==> src/rtl/ldsol_pkg.sv <==
// Shared widths, status codes, beat payload types and helpers for the linear Diophantine solver.
package ldsol_pkg;

    localparam int DATA_WIDTH = 32;
    // Bezout coefficients stay within the data range plus sign; two guard bits keep them exact.
    localparam int COEF_W = DATA_WIDTH + 2;
    localparam int PROD_W = 2 * DATA_WIDTH;
    localparam int CNT_W  = $clog2(DATA_WIDTH);

    localparam logic [1:0] ST_SOLVED = 2'd0;
    localparam logic [1:0] ST_NO_SOL = 2'd1;
    localparam logic [1:0] ST_ZERO   = 2'd2;

    typedef struct packed {
        logic signed [DATA_WIDTH-1:0] coef_a;
        logic signed [DATA_WIDTH-1:0] coef_b;
        logic signed [DATA_WIDTH-1:0] rhs;
    } item_t;

    typedef struct packed {
        logic signed [DATA_WIDTH-1:0] sol_x;
        logic signed [DATA_WIDTH-1:0] sol_y;
        logic [1:0]                   status;
        logic                         overflow;
    } result_t;

    typedef struct packed {
        logic       load;
        logic       div_start;
        logic       div_step;
        logic       rotate;
        logic       fdiv_start;
        logic       mul_start;
        logic       mul_step;
        logic       capture;
        logic [1:0] status;
    } cmd_t;

    typedef struct packed {
        logic both_zero;
        logic r0_zero;
        logic rem_nz;
    } sts_t;

    function automatic logic [DATA_WIDTH-1:0] mag_data(input logic [DATA_WIDTH-1:0] v);
        return v[DATA_WIDTH-1] ? (~v + 1'b1) : v;
    endfunction

    function automatic logic [DATA_WIDTH-1:0] mag_coef(input logic [COEF_W-1:0] v);
        logic [COEF_W-1:0] m;
        m = v[COEF_W-1] ? (~v + 1'b1) : v;
        return m[DATA_WIDTH-1:0];
    endfunction

endpackage

==> src/rtl/ldsol_ctrl.sv <==
// Sequencer for the solver: Euclid steps, final division, scaling multiply and result hand-off.
module ldsol_ctrl (
    input  logic          clk,
    input  logic          rst_n,
    input  logic          item_valid,
    output logic          item_stall,
    output logic          result_valid,
    input  logic          result_stall,
    input  ldsol_pkg::sts_t sts,
    output ldsol_pkg::cmd_t cmd
);
    import ldsol_pkg::*;

    localparam logic [3:0] S_IDLE  = 4'd0;
    localparam logic [3:0] S_CHECK = 4'd1;
    localparam logic [3:0] S_STEP  = 4'd2;
    localparam logic [3:0] S_DIV   = 4'd3;
    localparam logic [3:0] S_ROT   = 4'd4;
    localparam logic [3:0] S_FDIV  = 4'd5;
    localparam logic [3:0] S_FCHK  = 4'd6;
    localparam logic [3:0] S_MUL   = 4'd7;
    localparam logic [3:0] S_DONE  = 4'd8;

    localparam logic [CNT_W-1:0] CNT_LAST = CNT_W'(DATA_WIDTH - 1);

    logic [3:0]       state_reg, state_next;
    logic [CNT_W-1:0] cnt_reg, cnt_next;
    logic [1:0]       status_reg, status_next;
    logic             valid_reg, valid_next;

    always_comb
    begin
        state_next  = state_reg;
        cnt_next    = cnt_reg;
        status_next = status_reg;
        valid_next  = valid_reg && result_stall;
        cmd         = '0;
        cmd.status  = status_reg;
        item_stall  = 1'b1;
        unique case (state_reg)
            S_IDLE:
            begin
                item_stall = 1'b0;
                if (item_valid)
                begin
                    cmd.load   = 1'b1;
                    state_next = S_CHECK;
                end
            end
            S_CHECK:
            begin
                if (sts.both_zero)
                begin
                    status_next = ST_ZERO;
                    state_next  = S_DONE;
                end
                else
                begin
                    state_next = S_STEP;
                end
            end
            S_STEP:
            begin
                cnt_next = '0;
                if (sts.r0_zero)
                begin
                    cmd.fdiv_start = 1'b1;
                    state_next     = S_FDIV;
                end
                else
                begin
                    cmd.div_start = 1'b1;
                    state_next    = S_DIV;
                end
            end
            S_DIV:
            begin
                cmd.div_step = 1'b1;
                cnt_next     = cnt_reg + 1'b1;
                if (cnt_reg == CNT_LAST)
                begin
                    state_next = S_ROT;
                end
            end
            S_ROT:
            begin
                cmd.rotate = 1'b1;
                state_next = S_STEP;
            end
            S_FDIV:
            begin
                cmd.div_step = 1'b1;
                cnt_next     = cnt_reg + 1'b1;
                if (cnt_reg == CNT_LAST)
                begin
                    state_next = S_FCHK;
                end
            end
            S_FCHK:
            begin
                cnt_next = '0;
                if (sts.rem_nz)
                begin
                    status_next = ST_NO_SOL;
                    state_next  = S_DONE;
                end
                else
                begin
                    cmd.mul_start = 1'b1;
                    state_next    = S_MUL;
                end
            end
            S_MUL:
            begin
                cmd.mul_step = 1'b1;
                cnt_next     = cnt_reg + 1'b1;
                if (cnt_reg == CNT_LAST)
                begin
                    status_next = ST_SOLVED;
                    state_next  = S_DONE;
                end
            end
            S_DONE:
            begin
                if (!valid_reg || !result_stall)
                begin
                    cmd.capture = 1'b1;
                    valid_next  = 1'b1;
                    state_next  = S_IDLE;
                end
            end
            default:
            begin
                state_next = S_IDLE;
            end
        endcase
    end

    always_ff @(posedge clk or negedge rst_n)
    begin
        if (!rst_n)
        begin
            state_reg  <= S_IDLE;
            cnt_reg    <= '0;
            status_reg <= ST_SOLVED;
            valid_reg  <= 1'b0;
        end
        else
        begin
            state_reg  <= state_next;
            cnt_reg    <= cnt_next;
            status_reg <= status_next;
            valid_reg  <= valid_next;
        end
    end

    assign result_valid = valid_reg;

`ifndef ASSERT_OFF
    // A new result must never overwrite one that is still waiting to be taken.
    a_capture_free: assert property (@(posedge clk) disable iff (!rst_n)
        cmd.capture |-> (!valid_reg || !result_stall))
        else $error("result captured while previous beat still pending");

    // An accepted beat always starts the zero-coefficient check.
    a_accept_check: assert property (@(posedge clk) disable iff (!rst_n)
        (item_valid && !item_stall) |=> (state_reg == S_CHECK))
        else $error("accepted beat did not start processing");

    // Every division or multiply pass starts from a cleared bit counter.
    a_cnt_clear: assert property (@(posedge clk) disable iff (!rst_n)
        (state_reg == S_STEP || state_reg == S_FCHK) |=> (cnt_reg == '0))
        else $error("bit counter not cleared before a pass");
`endif

endmodule

==> src/rtl/ldsol_dpath.sv <==
// Datapath for the solver: restoring divider, Bezout row accumulators and serial scaling multiplier.
module ldsol_dpath (
    input  logic               clk,
    input  ldsol_pkg::cmd_t    cmd,
    input  ldsol_pkg::item_t   item,
    output ldsol_pkg::sts_t    sts,
    output ldsol_pkg::result_t result
);
    import ldsol_pkg::*;

    logic                     a_neg_reg, b_neg_reg, c_neg_reg;
    logic [DATA_WIDTH-1:0]    mc_reg;
    logic [DATA_WIDTH-1:0]    r0_reg, r1_reg;
    logic signed [COEF_W-1:0] sx_reg, tx_reg, sy_reg, ty_reg;
    logic signed [COEF_W-1:0] accx_reg, accy_reg;
    logic [DATA_WIDTH-1:0]    num_reg, den_reg, rem_reg, quo_reg;
    logic [DATA_WIDTH-1:0]    mx_reg, my_reg;
    logic                     negx_reg, negy_reg;
    logic [PROD_W-1:0]        px_reg, py_reg;
    result_t                  result_reg;

    logic [DATA_WIDTH:0]      trial;
    logic                     ge;
    logic [DATA_WIDTH:0]      diff;
    logic [PROD_W-1:0]        lim_x, lim_y;
    logic [DATA_WIDTH-1:0]    sol_x_mag, sol_y_mag;

    // One restoring division step: the quotient bit is final as soon as it is formed.
    assign trial = {rem_reg, num_reg[DATA_WIDTH-1]};
    assign diff  = trial - {1'b0, den_reg};
    assign ge    = (trial >= {1'b0, den_reg});

    assign lim_x = (PROD_W'(1) << (DATA_WIDTH - 1)) - PROD_W'(!negx_reg);
    assign lim_y = (PROD_W'(1) << (DATA_WIDTH - 1)) - PROD_W'(!negy_reg);
    assign sol_x_mag = px_reg[DATA_WIDTH-1:0];
    assign sol_y_mag = py_reg[DATA_WIDTH-1:0];

    always_ff @(posedge clk)
    begin
        if (cmd.load)
        begin
            a_neg_reg <= item.coef_a[DATA_WIDTH-1];
            b_neg_reg <= item.coef_b[DATA_WIDTH-1];
            c_neg_reg <= item.rhs[DATA_WIDTH-1];
            mc_reg    <= mag_data(item.rhs);
            r0_reg    <= mag_data(item.coef_a);
            r1_reg    <= mag_data(item.coef_b);
            sx_reg    <= COEF_W'(1);
            tx_reg    <= '0;
            sy_reg    <= '0;
            ty_reg    <= COEF_W'(1);
        end
        if (cmd.div_start)
        begin
            num_reg  <= r1_reg;
            den_reg  <= r0_reg;
            rem_reg  <= '0;
            accx_reg <= '0;
            accy_reg <= '0;
        end
        if (cmd.fdiv_start)
        begin
            num_reg <= mc_reg;
            den_reg <= r1_reg;
            rem_reg <= '0;
        end
        if (cmd.div_step)
        begin
            rem_reg  <= ge ? diff[DATA_WIDTH-1:0] : trial[DATA_WIDTH-1:0];
            num_reg  <= {num_reg[DATA_WIDTH-2:0], 1'b0};
            quo_reg  <= {quo_reg[DATA_WIDTH-2:0], ge};
            accx_reg <= (accx_reg <<< 1) + (ge ? sx_reg : '0);
            accy_reg <= (accy_reg <<< 1) + (ge ? sy_reg : '0);
        end
        if (cmd.rotate)
        begin
            r1_reg <= r0_reg;
            r0_reg <= rem_reg;
            sx_reg <= tx_reg - accx_reg;
            tx_reg <= sx_reg;
            sy_reg <= ty_reg - accy_reg;
            ty_reg <= sy_reg;
        end
        if (cmd.mul_start)
        begin
            mx_reg   <= mag_coef(tx_reg);
            my_reg   <= mag_coef(ty_reg);
            negx_reg <= tx_reg[COEF_W-1] ^ c_neg_reg ^ a_neg_reg;
            negy_reg <= ty_reg[COEF_W-1] ^ c_neg_reg ^ b_neg_reg;
            px_reg   <= '0;
            py_reg   <= '0;
        end
        if (cmd.mul_step)
        begin
            quo_reg <= {quo_reg[DATA_WIDTH-2:0], 1'b0};
            px_reg  <= (px_reg << 1)
                       + (quo_reg[DATA_WIDTH-1] ? PROD_W'(mx_reg) : '0);
            py_reg  <= (py_reg << 1)
                       + (quo_reg[DATA_WIDTH-1] ? PROD_W'(my_reg) : '0);
        end
        if (cmd.capture)
        begin
            result_reg.status <= cmd.status;
            if (cmd.status == ST_SOLVED)
            begin
                result_reg.sol_x    <= negx_reg ? (~sol_x_mag + 1'b1) : sol_x_mag;
                result_reg.sol_y    <= negy_reg ? (~sol_y_mag + 1'b1) : sol_y_mag;
                result_reg.overflow <= (px_reg > lim_x) || (py_reg > lim_y);
            end
            else
            begin
                result_reg.sol_x    <= '0;
                result_reg.sol_y    <= '0;
                result_reg.overflow <= 1'b0;
            end
        end
    end

    assign sts.both_zero = (r0_reg == '0) && (r1_reg == '0);
    assign sts.r0_zero   = (r0_reg == '0);
    assign sts.rem_nz    = (rem_reg != '0);
    assign result        = result_reg;

`ifndef ASSERT_OFF
    // A Euclid step must leave a remainder strictly below its divisor.
    a_rem_below: assert property (@(posedge clk)
        cmd.rotate |-> (rem_reg < den_reg))
        else $error("division remainder not below divisor");

    // Loading an item seeds the Bezout rows with the identity.
    a_load_ident: assert property (@(posedge clk)
        cmd.load |=> (sx_reg == COEF_W'(1) && ty_reg == COEF_W'(1)
                      && tx_reg == '0 && sy_reg == '0))
        else $error("Bezout rows not seeded with identity");

    // The divider never runs against a zero divisor.
    a_den_nonzero: assert property (@(posedge clk)
        cmd.div_step |-> (den_reg != '0))
        else $error("division step with zero divisor");
`endif

endmodule

==> src/rtl/linear_diophantine_solver.sv <==
// Top level of the linear Diophantine solver: sequencer plus datapath behind valid/stall channels.
//
// Each input beat carries signed coef_a, coef_b and rhs; the block returns one result beat with
// x and y such that coef_a*x + coef_b*y = rhs, found by the extended Euclidean algorithm on the
// coefficient magnitudes and scaled by rhs/gcd. Status reads 0 when solved, 1 when the gcd does
// not divide rhs, and 2 when both coefficients are zero; x, y and overflow are zero unless
// solved. Overflow is set when either exact product leaves the signed 32-bit range, and x and y
// then carry the wrapped low bits. One item is worked on at a time. Every Euclid step runs one
// bit-serial restoring division plus a setup and an update step, and the Bezout rows are
// accumulated during that division; the final division by the gcd and, when it leaves no
// remainder, the bit-serial scaling multiply follow the last Euclid step. The next input beat
// is taken as soon as the current result is registered, even if that result beat is still
// waiting on a stalled output.
module linear_diophantine_solver (
    input  logic               clk,
    input  logic               rst_n,
    input  logic               item_valid,
    output logic               item_stall,
    input  ldsol_pkg::item_t   item,
    output logic               result_valid,
    input  logic               result_stall,
    output ldsol_pkg::result_t result
);
    import ldsol_pkg::*;

    cmd_t cmd;
    sts_t sts;

    // The sequencer owns both handshakes; the datapath only follows its commands.
    ldsol_ctrl u_ctrl (
        .clk          (clk),
        .rst_n        (rst_n),
        .item_valid   (item_valid),
        .item_stall   (item_stall),
        .result_valid (result_valid),
        .result_stall (result_stall),
        .sts          (sts),
        .cmd          (cmd)
    );

    // Divider, Bezout accumulators, scaling multiplier and the result register.
    ldsol_dpath u_dpath (
        .clk    (clk),
        .cmd    (cmd),
        .item   (item),
        .sts    (sts),
        .result (result)
    );

endmodule

==> config.mk <==
export PLATFORM = sky130hd
export DESIGN_NAME = linear_diophantine_solver
export DESIGN_NICKNAME = d
export VERILOG_FILES = /design/src/rtl/ldsol_pkg.sv /design/src/rtl/ldsol_ctrl.sv /design/src/rtl/ldsol_dpath.sv /design/src/rtl/linear_diophantine_solver.sv
export SDC_FILE = /design/constraint.sdc
export NUM_CORES = 2
export LEC_CHECK = 0
export BUFFER_PORTS_ARGS = -buffer_cell sky130_fd_sc_hd__buf_2
export CAP_MARGIN = 20
export CORE_MARGIN = 5
export CORE_UTILIZATION = 55
export CTS_CLUSTER_DIAMETER = 30
export DETAILED_ROUTE_END_ITERATION = 12
export GPL_TIMING_DRIVEN = 0
export PLACE_DENSITY = 0.78
export SYNTH_ARGS = -nofsm -noshare
export SYNTH_HDL_FRONTEND = slang
export SYNTH_HIERARCHICAL = 1
export SYNTH_SLANG_ARGS = --single-unit
==> constraint.sdc <==
create_clock -name clk -period 21.4 [get_ports clk]
set_input_delay 2.14 -clock clk [delete_from_list [all_inputs] [get_ports clk]]
set_output_delay 2.14 -clock clk [all_outputs]
set_load 0.1 [all_outputs]
Word level (Yosys, flattened, before mapping)
Index checks and enable logic that the tools add are counted.
{"block": "totals", "word_cells": 174, "out_inout_bits": 69, "regBits": 704, "in_bits": 100}
{"block": "op_classes", "bitwise": 11, "n_mux": 68, "add_sub_neg": 17, "n_lt_le_gt_ge": 3, "n_eq_ne": 16, "reduce_logical": 26}
{"operator": "32-bit two-way mux", "count": 23}
{"operator": "34-bit two-way mux", "count": 11}
{"operator": "32-bit by 1-bit adder with 32-bit output, second input constant", "count": 7}
{"operator": "32-bit inverter", "count": 7}
{"operator": "64-bit two-way mux", "count": 3}
{"operator": "64-bit adder", "count": 2}
{"operator": "64-bit > comparator", "count": 2}
{"operator": "34-bit adder", "count": 2}
{"operator": "34-bit subtractor", "count": 2}
{"operator": "32-bit by 1-bit subtractor with 33-bit output, first input constant", "count": 2}
{"operator": "32-bit logical NOT", "count": 2}
{"operator": "4-bit case mux with 9 select lines", "count": 1}
{"operator": "33-bit by 32-bit >= comparator with 1-bit output", "count": 1}
{"operator": "32-bit nonzero test", "count": 1}
{"operator": "32-bit subtractor", "count": 1}
{"operator": "31-bit two-way mux", "count": 1}
{"operator": "4-bit two-way mux", "count": 7}
{"operator": "4-bit by 3-bit == test with 1-bit output, second input constant", "count": 4}
{"operator": "1-bit two-way mux", "count": 16}
{"operator": "2-bit nonzero test", "count": 6}
{"operator": "5-bit case mux with 2 select lines", "count": 1}
{"operator": "4-bit by 2-bit == test with 1-bit output, second input constant", "count": 2}
{"operator": "2-bit by 1-bit != test with 1-bit output, second input constant", "count": 4}
{"operator": "2-bit two-way mux", "count": 3}
{"operator": "other kinds (18)", "count": 30}

Longest topological paths before layout
{"block": "depth", "ltp_word": 6, "ltp_mapped": 24}

Modules after synthesis
The synthesis kept the hierarchy.
{"module": "ldsol_dpath", "area_each_um2": 44722.9, "seq_area_each_um2": 20759.9, "n_inst": 1, "cells_per_inst": 4400}
{"module": "ldsol_ctrl", "area_each_um2": 812.0, "seq_area_each_um2": 300.3, "n_inst": 1, "cells_per_inst": 89}

Worst setup path after synthesis
Ideal clock, no wire load.
{"block": "synth_timing", "path_kind": "register to register", "startpoint": "register u_dpath.rem_reg[7]", "endpoint": "register u_dpath.px_reg[0], enable pin", "n_path_buf": 0, "setup_slack_ns": 13.229, "path_stages_with_launch": 6, "arrival_time_ns": 7.738, "required_ns": 20.967, "cell_sequence": "edfxtp_1 > nor4_1 > nand4_1 > or2_2 > nor3_1 > or2_2"}
{"item": "from (decl)", "line": "ldsol_dpath.sv:16", "source": "logic [DATA_WIDTH-1:0] num_reg, den_reg, rem_reg, quo_reg;"}
{"item": "from (signal assigned)", "line": "ldsol_dpath.sv:69", "source": "rem_reg <= ge ? diff[DATA_WIDTH-1:0] : trial[DATA_WIDTH-1:0];"}
{"item": "to (signal assigned)", "line": "ldsol_dpath.sv:96", "source": "px_reg <= (px_reg << 1)"}
{"item": "to (decl)", "line": "ldsol_dpath.sv:19", "source": "logic [PROD_W-1:0] px_reg, py_reg;"}

Worst setup path after layout
{"block": "layout_timing", "startpoint": "register u_dpath.rem_reg[23]", "endpoint": "register u_dpath.accx_reg[33] (data pin)"}
{"block": "layout_via", "elab_chain_len": 4}
{"item": "33-bit by 32-bit >= comparator with 1-bit output", "line": "ldsol_dpath.sv:31", "source": "assign ge = (trial >= {1'b0, den_reg});"}
{"item": "34-bit two-way mux", "line": "ldsol_dpath.sv:72", "source": "accx_reg <= (accx_reg <<< 1) + (ge ? sx_reg : '0);"}
{"item": "34-bit adder", "line": "ldsol_dpath.sv:72"}
{"item": "34-bit two-way mux", "line": "ldsol_dpath.sv:67", "source": "if (cmd.div_step)"}
{"item": "to (signal assigned)", "line": "ldsol_dpath.sv:72"}
{"item": "to (decl)", "line": "ldsol_dpath.sv:15", "source": "logic signed [COEF_W-1:0] accx_reg, accy_reg;"}
Every way passes these cells.
A chain may end at the register's enable or synchronous reset.

==> impl_metrics.py <==
metrics = {
    "run_status": {
        "status": "completed",
    },
    "placed_design": {
        "place_area_um2": 48000,
        "place_hpwl_mm": 88.0,
        "portBuffers": 168,
        "placed_cells": 5742,
        "gp_congestion": 0.973,
        "dpl_worst_slack_ns": 13.90,
    },
    "synthesis": {
        "syn_nets": 4893,
        "ys_seq_area_share_pct": 46.3,
        "synthArstFlopShare_pct": 1.70,
        "synth_edf_count": 690,
        "synth_top_flop_cell": "edfxtp_1",
        "yosysUniqueCellTypes": 87,
        "yosys.area.top_type": "edfxtp_1",
        "synthCells": 4489,
        "synthTopCellsByArea": "edfxtp_1 (46%), ha_1 (8.2%), xnor2_1 (4.0%)",
        "ys_warn_count": 6,
        "avgSynthCellArea_um2": 10.1,
        "ys_ff_latch": 704,
        "syn-cell-area_um2": 45500,
        "netlist.area_leader.share_pct": 45.5,
    },
    "cells_and_area": {
        "nFillCells": 6299,
        "syn2layout_area_growth_pct": 17.3,
        "final_layout_size_suffix_gt1_share_pct": 10.9,
        "largest_register_ffs": 67,
        "fin_util_pct": 65.1,
        "fin_area_um2": 53400,
        "final_common_cell": "edfxtp_1",
        "finalNonFillerCells": 6032,
        "final_nets": 5233,
        "final_cell_mix": "edfxtp_1 (690), nor2_1 (381), nand2_1 (358), ha_1 (297), o21ai_0 (269)",
    },
    "timing": {
        "whs_ns": 0.461,
        "max_freq_mhz": 130,
        "clock_skew_ns": 0.0566,
        "fin_crit_sh_pct": 35.8,
        "rsz0062_at_grt": "false",
        "setup_viol_count_final": 0,
        "final-hold-violation-count": 0,
        "tns_ns": 0,
        "period_minus_slack_ns": 7.67,
        "fin_ws_ns": 13.73,
        "max-slew-margin-rel_pct": 24.9,
        "slew_viol_final": 0,
        "worst_pin_slew_ns": 1.12,
    },
    "power": {
        "p_leak_nw": 20.4,
        "total_power_mw": 7.80,
        "p_per_area_nw_per_um2": 146,
        "ir_worst_vdd_uv": 103,
    },
    "clock_network": {
        "cts.sinks": 704,
        "cts_hold_buf": 0,
        "post-cts-setup-buffer-count": 0,
        "clkLatencyLatePin_ns": 0.76,
        "numCtsBuffers": 153,
        "post_cts_resized": 0,
        "cts.path.max_buffers": 3,
        "clk_pin_slew_worst_paths_ns": 0.06,
        "cts_tree": "built",
        "htree_levels": 4,
        "root_buffer": "clkbuf_16",
    },
    "die": {
        "initial_core_util_pct": 55.5,
        "die_h_um": 298,
        "die_area_um2": 88600,
        "ios": 169,
        "die_x_um": 298,
        "num_rows": 105,
        "fp.coreArea_um2": 82100,
    },
    "global_route": {
        "antenna_found_initial": 6,
        "grt_pass1_wl_mm": 189,
        "grt_pass1_vias": 35900,
        "grt_usage_pct": 26.4,
        "grt.overflow.total": 0,
        "grt_max_degree": 66,
    },
    "worst_setup_path": {
        "r2r_cells": 23,
        "path_max_fanout": 10,
        "cp-end-kind": "flop",
        "critPathMaxStageDelay_ns": 0.90,
        "slowest_stage": "a2111oi_0",
        "startpoint_type": "flop",
        "crit_type": "flop to flop",
        "worst-path-buf-inv": 3,
        "crit_cells": 23,
        "timing.rr.end": "u_dpath/accx_reg[33]",
        "crit_family": "compound AO/OA/AOI/OAI gates",
        "reg2reg_slack_ns": 13.73,
        "crit_required_ns": 22.00,
        "crit_top_cell": "a211oi_1",
        "worstReg2RegStart": "u_dpath/rem_reg[23]",
        "path_cells": "ha_1 > a21o_1 > o31a_1 > o21ai_1 > nand2b_1 > a211oi_1 > o31ai_2 > buf_4 > clkbuf_1 > clkbuf_1 > and2_1 > ha_1 > fa_1 > a211oi_1 > o21bai_1 > a21o_1 > a31o_2 > a2111oi_0 > nor2_1 > a211oi_1 > o21ai_0 > a211o_1 > nand2_1",
        "critPathArrivalTime_ns": 8.27,
    },
    "drt": {
        "drt-wirelength-per-cell_um": 19.9,
        "vias_per_cell": 6.03,
        "route.detailed.drc": 0,
        "drt_first_pass_iters": 9,
        "drtIter0Drc": 3218,
        "via_count": 36400,
        "routed_wl_mm": 120,
        "ant_nets": 0,
    },
    "worst_hold_path": {
        "hold_class": "flop to flop",
        "min_to": "u_dpath/quo_reg[0]",
        "hp-start": "u_dpath/quo_reg[0]",
        "min_path_cells": 2,
    },
    "run": {
        "drv_cap": 0,
    },
}
## cell families (layout without fill, tap and decap cells)
| logic type | count (synthesis) | after routing | synth area share, % |
|---|---|---|---|
| simple gates | 1580 | 1580 | 17.6 |
| compound gates | 1041 | 1041 | 14.6 |
| flops | 704 | 704 | 46.3 |
| xor+xnor | 407 | 407 | 7.83 |
| buf+inv | 351 | 822 | 2.91 |
| fa+ha+maj | 304 | 304 | 8.47 |
| mux | 102 | 102 | 2.34 |
| other cells | 0 | 2 | 0 |
## worst min-delay path: cells and delay by family (launching register included)
family	cells	cell delay (ns)
flip-flops	1	0.30
AO/OA/AOI/OAI	1	0.06
AND/OR/NAND/NOR	1	0.05
## worst max path at each step
stage	startpoint	endpoint	slack [ns]
after global placement	u_dpath/rem_reg[7]	u_dpath/py_reg[17]	10.70
after CTS	u_dpath/rem_reg[23]	u_dpath/accx_reg[33]	13.80
after floorplan	u_dpath/rem_reg[7]	u_dpath/px_reg[0]	13.23
after detailed placement	u_dpath/rem_reg[23]	u_dpath/accx_reg[33]	13.90
final	u_dpath/rem_reg[23]	u_dpath/accx_reg[33]	13.73
after global routing	u_dpath/rem_reg[13]	u_dpath/accx_reg[33]	13.48
## cells in the mapped netlist (66+ instances only)
library cell  instances
a21o_1              126
a21oi_1             240
and2_1              232
clkbuf_1            145
edfxtp_1            690
ha_1                297
inv_1               187
nand2_1             358
nand3_1              85
nor2_1              381
nor2b_1              67
nor3_1               75
nor4_1               66
o21ai_0             269
o31ai_1              71
xnor2_1             209
xor2_1              198
## metal layers
layer / track usage, % / wire, um / vias up
met4: 9.89 / 4050 / 4
met1: 33.7 / 49200 / 17200
li1: - / - / 17300
met2: 44.7 / 57600 / 1551
met3: 5.15 / 9200 / 299
met5: 0 / 21 / -
## report_power, final
| part | internal (mW) | switching [mW] | leakage, nW | total [mW] |
|---|---|---|---|---|
| logic | 1.28 | 1.98 | 11.5 | 3.27 |
| clock network | 1.58 | 0.826 | 2.56 | 2.40 |
| registers | 1.94 | 0.195 | 6.36 | 2.13 |
## final cells by class
class	instances	area, um2	area share [%]
Clock inverter	123	1480	2.77
Timing Repair Buffer	185	1160	2.18
Clock buffer	163	3880	7.25
Tap cell	1070	1340	2.51
Inverter	189	709	1.33
Buffer	162	617	1.15
Sequential cell	704	21100	39.4
Multi-Input combinational cell	3434	23200	43.4
Antenna cell	2	5.00	0.00937
Note: power is estimated with default switching activity, not from simulation.
